$ cat config.mk
export PLATFORM = sky130hd
export DESIGN_NAME = msd_ctrl
export DESIGN_NICKNAME = d
export VERILOG_FILES = /design/src/hw/rtl/msd_pkg.sv /design/src/hw/rtl/msd_ctrl.sv
export SDC_FILE = /design/constraint.sdc
export NUM_CORES = 1
export LEC_CHECK = 0
export BUFFER_PORTS_ARGS = -buffer_cell sky130_fd_sc_hd__buf_2
export CAP_MARGIN = 20
export CORE_AREA = 2 2 39 41
export DETAILED_ROUTE_END_ITERATION = 7
export DIE_AREA = 0 0 41 43
export GPL_TIMING_DRIVEN = 1
export SYNTH_ARGS = -nofsm -noshare
export SYNTH_HDL_FRONTEND = slang
export SYNTH_SLANG_ARGS = --single-unit
$ cat constraint.sdc
create_clock -name clk -period 1 [get_ports clk]
set_input_delay 0.05 -clock clk [delete_from_list [all_inputs] [get_ports clk]]
set_output_delay 0.05 -clock clk [all_outputs]
set_load 0.01 [all_outputs]
$ cat src/hw/rtl/msd_pkg.sv
// Shared types, widths and constants for the mean square displacement engine.
package msd_pkg;

  localparam int POS_W    = 21;
  localparam int POS3_W   = 3 * POS_W;
  localparam int MAG_W    = POS_W;
  localparam int SQ_W     = 2 * MAG_W;
  localparam int SUM3_W   = SQ_W + 2;
  localparam int ACC_W    = 64;
  localparam int MEAN_W   = 44;

  localparam int NF_W     = 7;
  localparam int NA_W     = 9;
  localparam int LAG_W    = 5;

  localparam int CFG_IDX_W  = 2;
  localparam int CFG_DATA_W = NA_W;

  localparam logic [CFG_IDX_W-1:0] REG_FRAME_COUNT = 2'd0;
  localparam logic [CFG_IDX_W-1:0] REG_ATOM_COUNT  = 2'd1;
  localparam logic [CFG_IDX_W-1:0] REG_LAG_COUNT   = 2'd2;

  localparam logic [NF_W-1:0]  FRAME_COUNT_RESET = 7'd64;
  localparam logic [NA_W-1:0]  ATOM_COUNT_RESET  = 9'd256;
  localparam logic [LAG_W-1:0] LAG_COUNT_RESET   = 5'd10;

  localparam int MAX_LAG        = 16;
  localparam int DEF_MAX_FRAMES = 64;
  localparam int DEF_MAX_ATOMS  = 256;

  typedef enum logic [2:0] {
    S_LOAD,
    S_LAG_INIT,
    S_ISSUE,
    S_DRAIN,
    S_DIV_START,
    S_DIV_WAIT,
    S_EMIT
  } state_t;

  typedef struct packed {
    logic load;
    logic lag_init;
    logic issue;
    logic div_start;
    logic emit;
  } ctrl_cmd_t;

  typedef struct packed {
    logic last_load;
    logic none;
    logic q_end;
    logic pipe_busy;
    logic div_busy;
    logic out_free;
    logic last_lag;
  } dp_status_t;

endpackage

$ cat src/hw/rtl/msd_ctrl.sv
// Sequencer for loading, the per-lag pair walk, division and result hand-off.
module msd_ctrl (
  input  logic                clk,
  input  logic                rst,
  input  logic                in_valid,
  output logic                in_ready,
  input  msd_pkg::dp_status_t status,
  output msd_pkg::ctrl_cmd_t  cmd
);
  import msd_pkg::*;

  state_t state;
  state_t state_next;

  always_ff @(posedge clk) begin
    if (rst) begin
      state <= S_LOAD;
    end else begin
      state <= state_next;
    end
  end

  always_comb begin
    state_next = state;
    cmd        = '0;
    in_ready   = 1'b0;
    unique case (state)
      S_LOAD: begin
        in_ready = 1'b1;
        cmd.load = in_valid;
        if (in_valid && status.last_load) begin
          state_next = S_LAG_INIT;
        end
      end
      S_LAG_INIT: begin
        cmd.lag_init = 1'b1;
        state_next   = status.none ? S_EMIT : S_ISSUE;
      end
      S_ISSUE: begin
        cmd.issue = 1'b1;
        if (status.q_end) begin
          state_next = S_DRAIN;
        end
      end
      S_DRAIN: begin
        if (!status.pipe_busy) begin
          state_next = S_DIV_START;
        end
      end
      S_DIV_START: begin
        cmd.div_start = 1'b1;
        state_next    = S_DIV_WAIT;
      end
      S_DIV_WAIT: begin
        if (!status.div_busy) begin
          state_next = S_EMIT;
        end
      end
      S_EMIT: begin
        if (status.out_free) begin
          cmd.emit   = 1'b1;
          state_next = status.last_lag ? S_LOAD : S_LAG_INIT;
        end
      end
      default: begin
        state_next = S_LOAD;
      end
    endcase
  end

  assert property (@(posedge clk) disable iff (rst)
    (cmd.emit && status.last_lag) |=> (state == S_LOAD))
    else $error("no return to loading after the final lag");
  assert property (@(posedge clk) disable iff (rst)
    cmd.div_start |-> !status.pipe_busy)
    else $error("division started before the pipeline drained");
  assert property (@(posedge clk) disable iff (rst)
    cmd.emit |-> status.out_free)
    else $error("result written over an untaken beat");

endmodule

**Word-level counts from Yosys, hierarchy flattened**

Index checks and enable logic that the tools add are counted.

- Flip-flop bits (word level): 3
- Output and inout port bits: 6
- Logic and storage cells: 30

- Equality and inequality tests: 11
- Mux-type cells: 15
- Reduce and logical (&&, ||, !) cells: 3

Operators with widths:

| operator | number |
|---|---|
| $pmux 3 s7 | 1 |
| $mux 3 | 6 |
| $ne 2x2->1 const B | 5 |
| $eq 3x3->1 const B | 3 |
| $mux 1 | 8 |
| $eq 3x2->1 const B | 2 |
| $reduce_and 5->1 | 1 |
| $eq 3x1->1 const B | 1 |
| $logic_not 3->1 | 1 |
| $logic_and 1x1->1 | 1 |

**Depth between registers and ports, before layout**

Gate-level depths: netlist (run 1).

- Word-level depth: 3
- Mapped depth: 4
- Depth with buffers taken out: 3

**Least setup slack after synthesis (run 1)**

No wires, ideal clock.

- Kind: reg2out
- Start point: register state[1]
- End point: output cmd[4] in the netlist's numbering
- Arrival time: 0.897 ns
- Required time: 0.950 ns
- Path slack: 0.053 ns
- Stages on the path, launching flop included: 4
- Cell sequence: dfxtp_1 > buf_6 > nor3_2 > and2_1

RTL lines:

| what | line | RTL |
|---|---|---|
| start, declared | msd_ctrl.sv:12 | `state_t state;` |
| start signal, assigned | msd_ctrl.sv:19 | `state <= state_next;` |
| end, declared | msd_ctrl.sv:8 | `output msd_pkg::ctrl_cmd_t cmd` |

==> flow_metrics.tcl, run 1 <==
set metrics [dict create \
    outcome "complete, but fails checks" \
    violations "negative setup slack" \
    dp_cells 67 \
    crit_path_start "state[1]$_SDFFE_PP0P_" \
    setup_viol 8 \
    cts_buffers 3 \
    overflow 0 \
    hold_viol_final 0 \
    synth_compound_area_frac 0.252 \
    ys_seq_elements 3 \
    switching_share 0.331 \
    grt_max_degree 8 \
    first_pass_iters 3 \
    critPathLaunchType "flop" \
    num_vias 332 \
    drive_above_1_share 0.717 \
    vias_per_cell 4.37 \
    num_rows 14 \
    drc 0 \
    synthDistinctLibCells 19 \
    pwr-share-seq 0.255 \
    top_register "state" \
    insertedDiodeCount 0 \
    wirelength_um 953 \
    hold_path.class "in -> reg" \
    rsz0062_at_grt "yes" \
    die_x_um 41 \
    reg2reg_depth 5 \
    cts_max_level 1 \
    yosys.area.top_type "dfxtp_1" \
    synth_area_sq_um 278 \
    power.density_nw_per_um2 1280 \
    synthToLayoutAreaGrowth_pct 82.0 \
    worst_clock_skew_ps 5.08 \
    worstSkewPairLatency_ps 240 \
    placed_cell_area_sq_um 369 \
    clkSinkCount 3 \
    r2r_start "state[2]$_SDFFE_PP0P_" \
    fin_ws_ps -146 \
    p_int_uw 432 \
    dp_slack_ps -63.9 \
    reg.largest.list "state: 3 flops" \
    fin_nets 71 \
    slew_headroom 0.870 \
    core-area_sq_um 1380 \
    grt_use_met3 0.0314 \
    path_cells "buf_6 -> nor3b_2 -> buf_2" \
    die_y_um 43 \
    fin_tns_setup_ps -550 \
    synth_fp_nets 45 \
    finalWeightedCongestion 0.774 \
    initial_core_util 0.201 \
    cts_buffer_depth 2 \
    final_area_sq_um 505 \
    critPathMaxStageDelay_ps 370 \
    synth_cells 35 \
    hpwl_um 484 \
    drt_iter0_markers 1 \
    synth_fa_ha_area_frac 0 \
    min_period_ps 1150 \
    peakVddDrop_uv 396 \
    largest_register_ffs 3 \
    synth.top_cell.area_share 0.216 \
    required_ps 950 \
    port_buffers 15 \
    fin_cells 76 \
    yosys.area_share.xor_xnor 0 \
    utilization 0.365 \
    p_comb_frac 0.405 \
    post_drt_wl_per_cell_um 12.5 \
    r2r_setup_slack_ps -90 \
    slew_viol_final 0 \
    clkPwrFrac 0.339 \
    synth.area.top_cells "dfxtp_1, buf_6, o21ai_1" \
    tritoncts "built" \
    clk_pin_slew_ps 40 \
    fmax_mhz 873 \
    ant_nets 0 \
    slowest_stage "dfxtp_4" \
    period_share 1.15 \
    cp-end-kind "output pin" \
    cts_hold_buf 0 \
    p_leak_nw 0.237 \
    io-pin-count 16 \
    grt_util_met1 0.148 \
    yosysSeqAreaShare 0.216 \
    crit_end "cmd[3]" \
    ys.warnings.count 0 \
    muxShareOfSynthArea 0 \
    r2r-end "state[0]$_SDFFE_PP0P_" \
    synthSimpleGateAreaFrac 0.396 \
    tightest_slew_ps 194 \
    grt_pass1_vias 331 \
    grt-busiest-layer "met2" \
    grt_pass1_wl_um 1430 \
    dieArea_sq_um 1760 \
    antenna_found_initial 0 \
    synth_top_family_by_area "simple AND/OR/NAND/NOR gates" \
    cts_root_buf "clkbuf_4" \
    p_switching_uw 213 \
    crit_arrival_ps 1100 \
    drv_cap 0 \
    use_met2 0.172 \
    critical_path.max_fanout 7 \
    whs_ps 24.7 \
    track_usage 0.126 \
    fin_total_pwr_uw 645 \
    synth.avg_cell_area_sq_um 7.94 \
    path_class "reg -> out" \
]
cell type report:
cell class / instances / area [sq um]
tap: 16 / 20.0
fill: 169 / 878
multi-input combinational: 28 / 226
clock buffer: 4 / 26.3
inverter: 1 / 3.75
timing repair buffer: 24 / 158
sequential: 3 / 71.3
power by group through the flow:
stage / combinational (mW) / sequential, mW / clock, mW
5_1_grt: 0.289 / 0.168 / 0.239
2_1_floorplan: 0.138 / 0.143 / 0
6_report: 0.262 / 0.165 / 0.219
3_3_place_gp: 0.169 / 0.166 / 0
4_1_cts: 0.237 / 0.162 / 0.221
3_5_place_dp: 0.170 / 0.167 / 0
how the worst min path moves through the flow:
stage               startpoint                    end  slack (ps)  cells past startpoint
CTS                        rst  state[1]$_SDFFE_PP0P_          20                      2
finish                     rst  state[1]$_SDFFE_PP0P_          20                      2
detailed placement         rst  state[1]$_SDFFE_PP0P_         270                      2
floorplan                  rst  state[1]$_SDFFE_PP0P_         120                      1
global route               rst  state[1]$_SDFFE_PP0P_          30                      2
global placement           rst  state[1]$_SDFFE_PP0P_         270                      2
synthesized netlist by cell type:
cell,n
nand2b_4,1
nand3b_1,2
a32o_1,1
nor3_2,1
a311oi_2,1
nand3_1,1
a21oi_2,1
nand2_1,4
nor3b_1,2
a21oi_1,2
inv_1,1
o21ai_1,4
nand2b_1,2
dfxtp_1,3
nor2b_1,1
buf_6,3
and2_1,1
nor2_1,3
a31oi_1,1
layer usage:
layer  part of all wire  vias up
li1                   -      172
met1               0.40      151
met2               0.57        9
met3              0.038        0
met4                  0        0
met5                  0        -
cells by family after synthesis:
family,count (synthesis)
AO/OA/AOI/OAI,10
AND/OR/NAND/NOR,18
flip-flops,3
buffers and inverters,4
cell usage in the layout, fill, tap and decap left out:
cell type and count:
nor2_4 1, nand2b_1 1, a311oi_2 1, nand2_1 3, clkbuf_1 1, a21oi_2 2
buf_6 4, nor2b_1 1, buf_4 5, nor2_2 1, o21ai_1 4, nand2b_4 2
and2_1 1, a21oi_1 1, buf_2 15, clkbuf_4 3, nor3_4 1, inv_1 1
nand3b_1 2, dfxtp_4 3, nand3_2 1, nor3b_2 2, a31oi_1 1, a32o_2 1
nand2_2 1, nor2_1 1
worst max-delay path, delay by kind of cell, from the launching register on:
kind | cells | cell delay, ps
simple gates | 1 | 200
flops | 1 | 370
buf+inv | 2 | 290
repair_timing:
| action | CTS | global route |
|---|---|---|
| endpoints found under the hold margin | 0 | 0 |
| gates resized for setup | 13 | 8 |
| endpoints found under the setup margin | 8 | 9 |
| cloned | 0 | 0 |
| buffers inserted | 5 | 0 |
| pin swaps | 2 | 6 |
Power figures use the tool's default switching activity.
==> inputs of run 2 (changes only) <==
Settings changed: REMOVE_ABC_BUFFERS set to 1.
Clock period 1 ns to 1.15 ns, I/O delays scaled along.
==> flow_metrics.tcl, run 2 (synthesis gave the netlist of run 1 again) <==
set metrics [dict create \
    hold_viol_final 0 \
    layout_common_cells "buf_2, o21ai_1, buf_4" \
    initial_core_util 0.201 \
    pwr-share-seq 0.291 \
    reg2reg_depth 4 \
    placed_cell_area_sq_um 347 \
    antenna_found_initial 0 \
    slowest_stage "dfxtp_4" \
    io-pin-count 16 \
    core-area_sq_um 1380 \
    peakVddDrop_uv 320 \
    clk_pin_slew_ps 40 \
    p_switching_uw 154 \
    path_depth 3 \
    critical_path.max_fanout 9 \
    power.density_nw_per_um2 1150 \
    critPathMaxStageDelay_ps 340 \
    wirelength_um 668 \
    cts_root_buf "clkbuf_4" \
    utilization 0.312 \
    post_drt_wl_per_cell_um 9.28 \
    outcome "finished clean" \
    critPathLaunchType "flop" \
    tightest_slew_ps 191 \
    period_share 0.965 \
    top_register "state" \
    path_cells "buf_4 -> nor3b_1 -> buf_2" \
    whs_ps 27.7 \
    required_ps 1090 \
    num_vias 309 \
    hold_path.class "in -> reg" \
    track_usage 0.0792 \
    cp.buffers_inverters 2 \
    path_class "reg -> out" \
    die_x_um 41 \
    drv_cap 0 \
    p_leak_nw 0.201 \
    drive_above_1_share 0.571 \
    clkSinkCount 3 \
    setup_viol 0 \
    cts_max_level 1 \
    port_buffers 15 \
    insertedDiodeCount 0 \
    grt_max_degree 14 \
    cp-end-kind "output pin" \
    drc 0 \
    cp_top_family "flip-flops" \
    min_period_ps 1110 \
    synthToLayoutAreaGrowth_pct 55.4 \
    drt_iter0_markers 1 \
    vias_per_cell 4.29 \
    mostFrequentLayoutCell "buf_2" \
    first_pass_iters 2 \
    p_int_uw 342 \
    cts_hold_buf 0 \
    fin_cells 72 \
    reg.largest.list "state: 3 flops" \
    die_y_um 43 \
    switching_share 0.310 \
    grt_pass1_vias 255 \
    rsz0062_at_grt "yes" \
    slew_viol_final 0 \
    ant_nets 0 \
    largest_register_ffs 3 \
    holdPathStages 2 \
    worstSkewPairLatency_ps 230 \
    fin_nets 67 \
    dieArea_sq_um 1760 \
    dp_cells 64 \
    cts_buffers 3 \
    slew_headroom 0.873 \
    final_area_sq_um 432 \
    tritoncts "built" \
    clkPwrFrac 0.370 \
    fmax_mhz 901 \
    grt_pass1_wl_um 952 \
    cts_buffer_depth 2 \
    crit_arrival_ps 1050 \
    p_comb_frac 0.339 \
    num_rows 14 \
    worst_clock_skew_ps 1.33 \
    finalWeightedCongestion 0.715 \
    overflow 0 \
]
## run 2: cell types whose count changed in the layout (fill, tap and decap cells not counted), sizes merged
cell,previous run,this run
buf,24,20
## run 2: per-layer routing
metal,part of all wire,track usage,vias to the layer above
met5,0,0,-
li1,-,-,166
met1,0.41,0.0958,129
met2,0.49,0.113,12
met4,0.0090,0.0600,0
met3,0.082,0.0209,2
## run 2: cell type report
cell class / count / area, sq um
multi-input combinational: 28 / 194
inverter: 1 / 3.75
timing repair buffer: 20 / 116
tap: 16 / 20.0
sequential: 3 / 71.3
clock buffer: 4 / 26.3
fill: 156 / 952
## run 2: repair_timing
| action | in CTS | in global routing |
|---|---|---|
| endpoints found under the setup margin | 5 | 4 |
| pin swaps | 2 | 2 |
| resized for setup | 7 | 3 |
| buffers inserted | 2 | 2 |
| cloned | 0 | 0 |
## run 2: stage by stage
| step | setup slack [ps] | TNS [ps] | total power, mW |
|---|---|---|---|
| after detailed placement | 56.0 | 0 | 0.280 |
| after global routing | -27.5 | -35.7 | 0.533 |
| after global placement | 52.8 | 0 | 0.279 |
| final | 40.2 | 0 | 0.496 |
| after floorplan | 69.8 | 0 | 0.221 |
| after CTS | -12.3 | -12.3 | 0.491 |
## run 2: path summary, 6_finish.rpt
| kind | startpoint | endpoint | slack, ps |
|---|---|---|---|
| max | state[2]$_SDFFE_PP0P_ | cmd[1] | 40 |
| max reg2reg | state[2]$_SDFFE_PP0P_ | state[0]$_SDFFE_PP0P_ | 90 |
| min reg2reg | state[0]$_SDFFE_PP0P_ | state[2]$_SDFFE_PP0P_ | 550 |
| min | rst | state[1]$_SDFFE_PP0P_ | 30 |
## run 2: power groups by stage
stage	combinational, mW	sequential, mW	clock [mW]
finish	0.168	0.145	0.183
global route	0.187	0.147	0.199
CTS	0.152	0.147	0.193
detailed placement	0.132	0.148	0
global placement	0.131	0.148	0
floorplan	0.0776	0.144	0
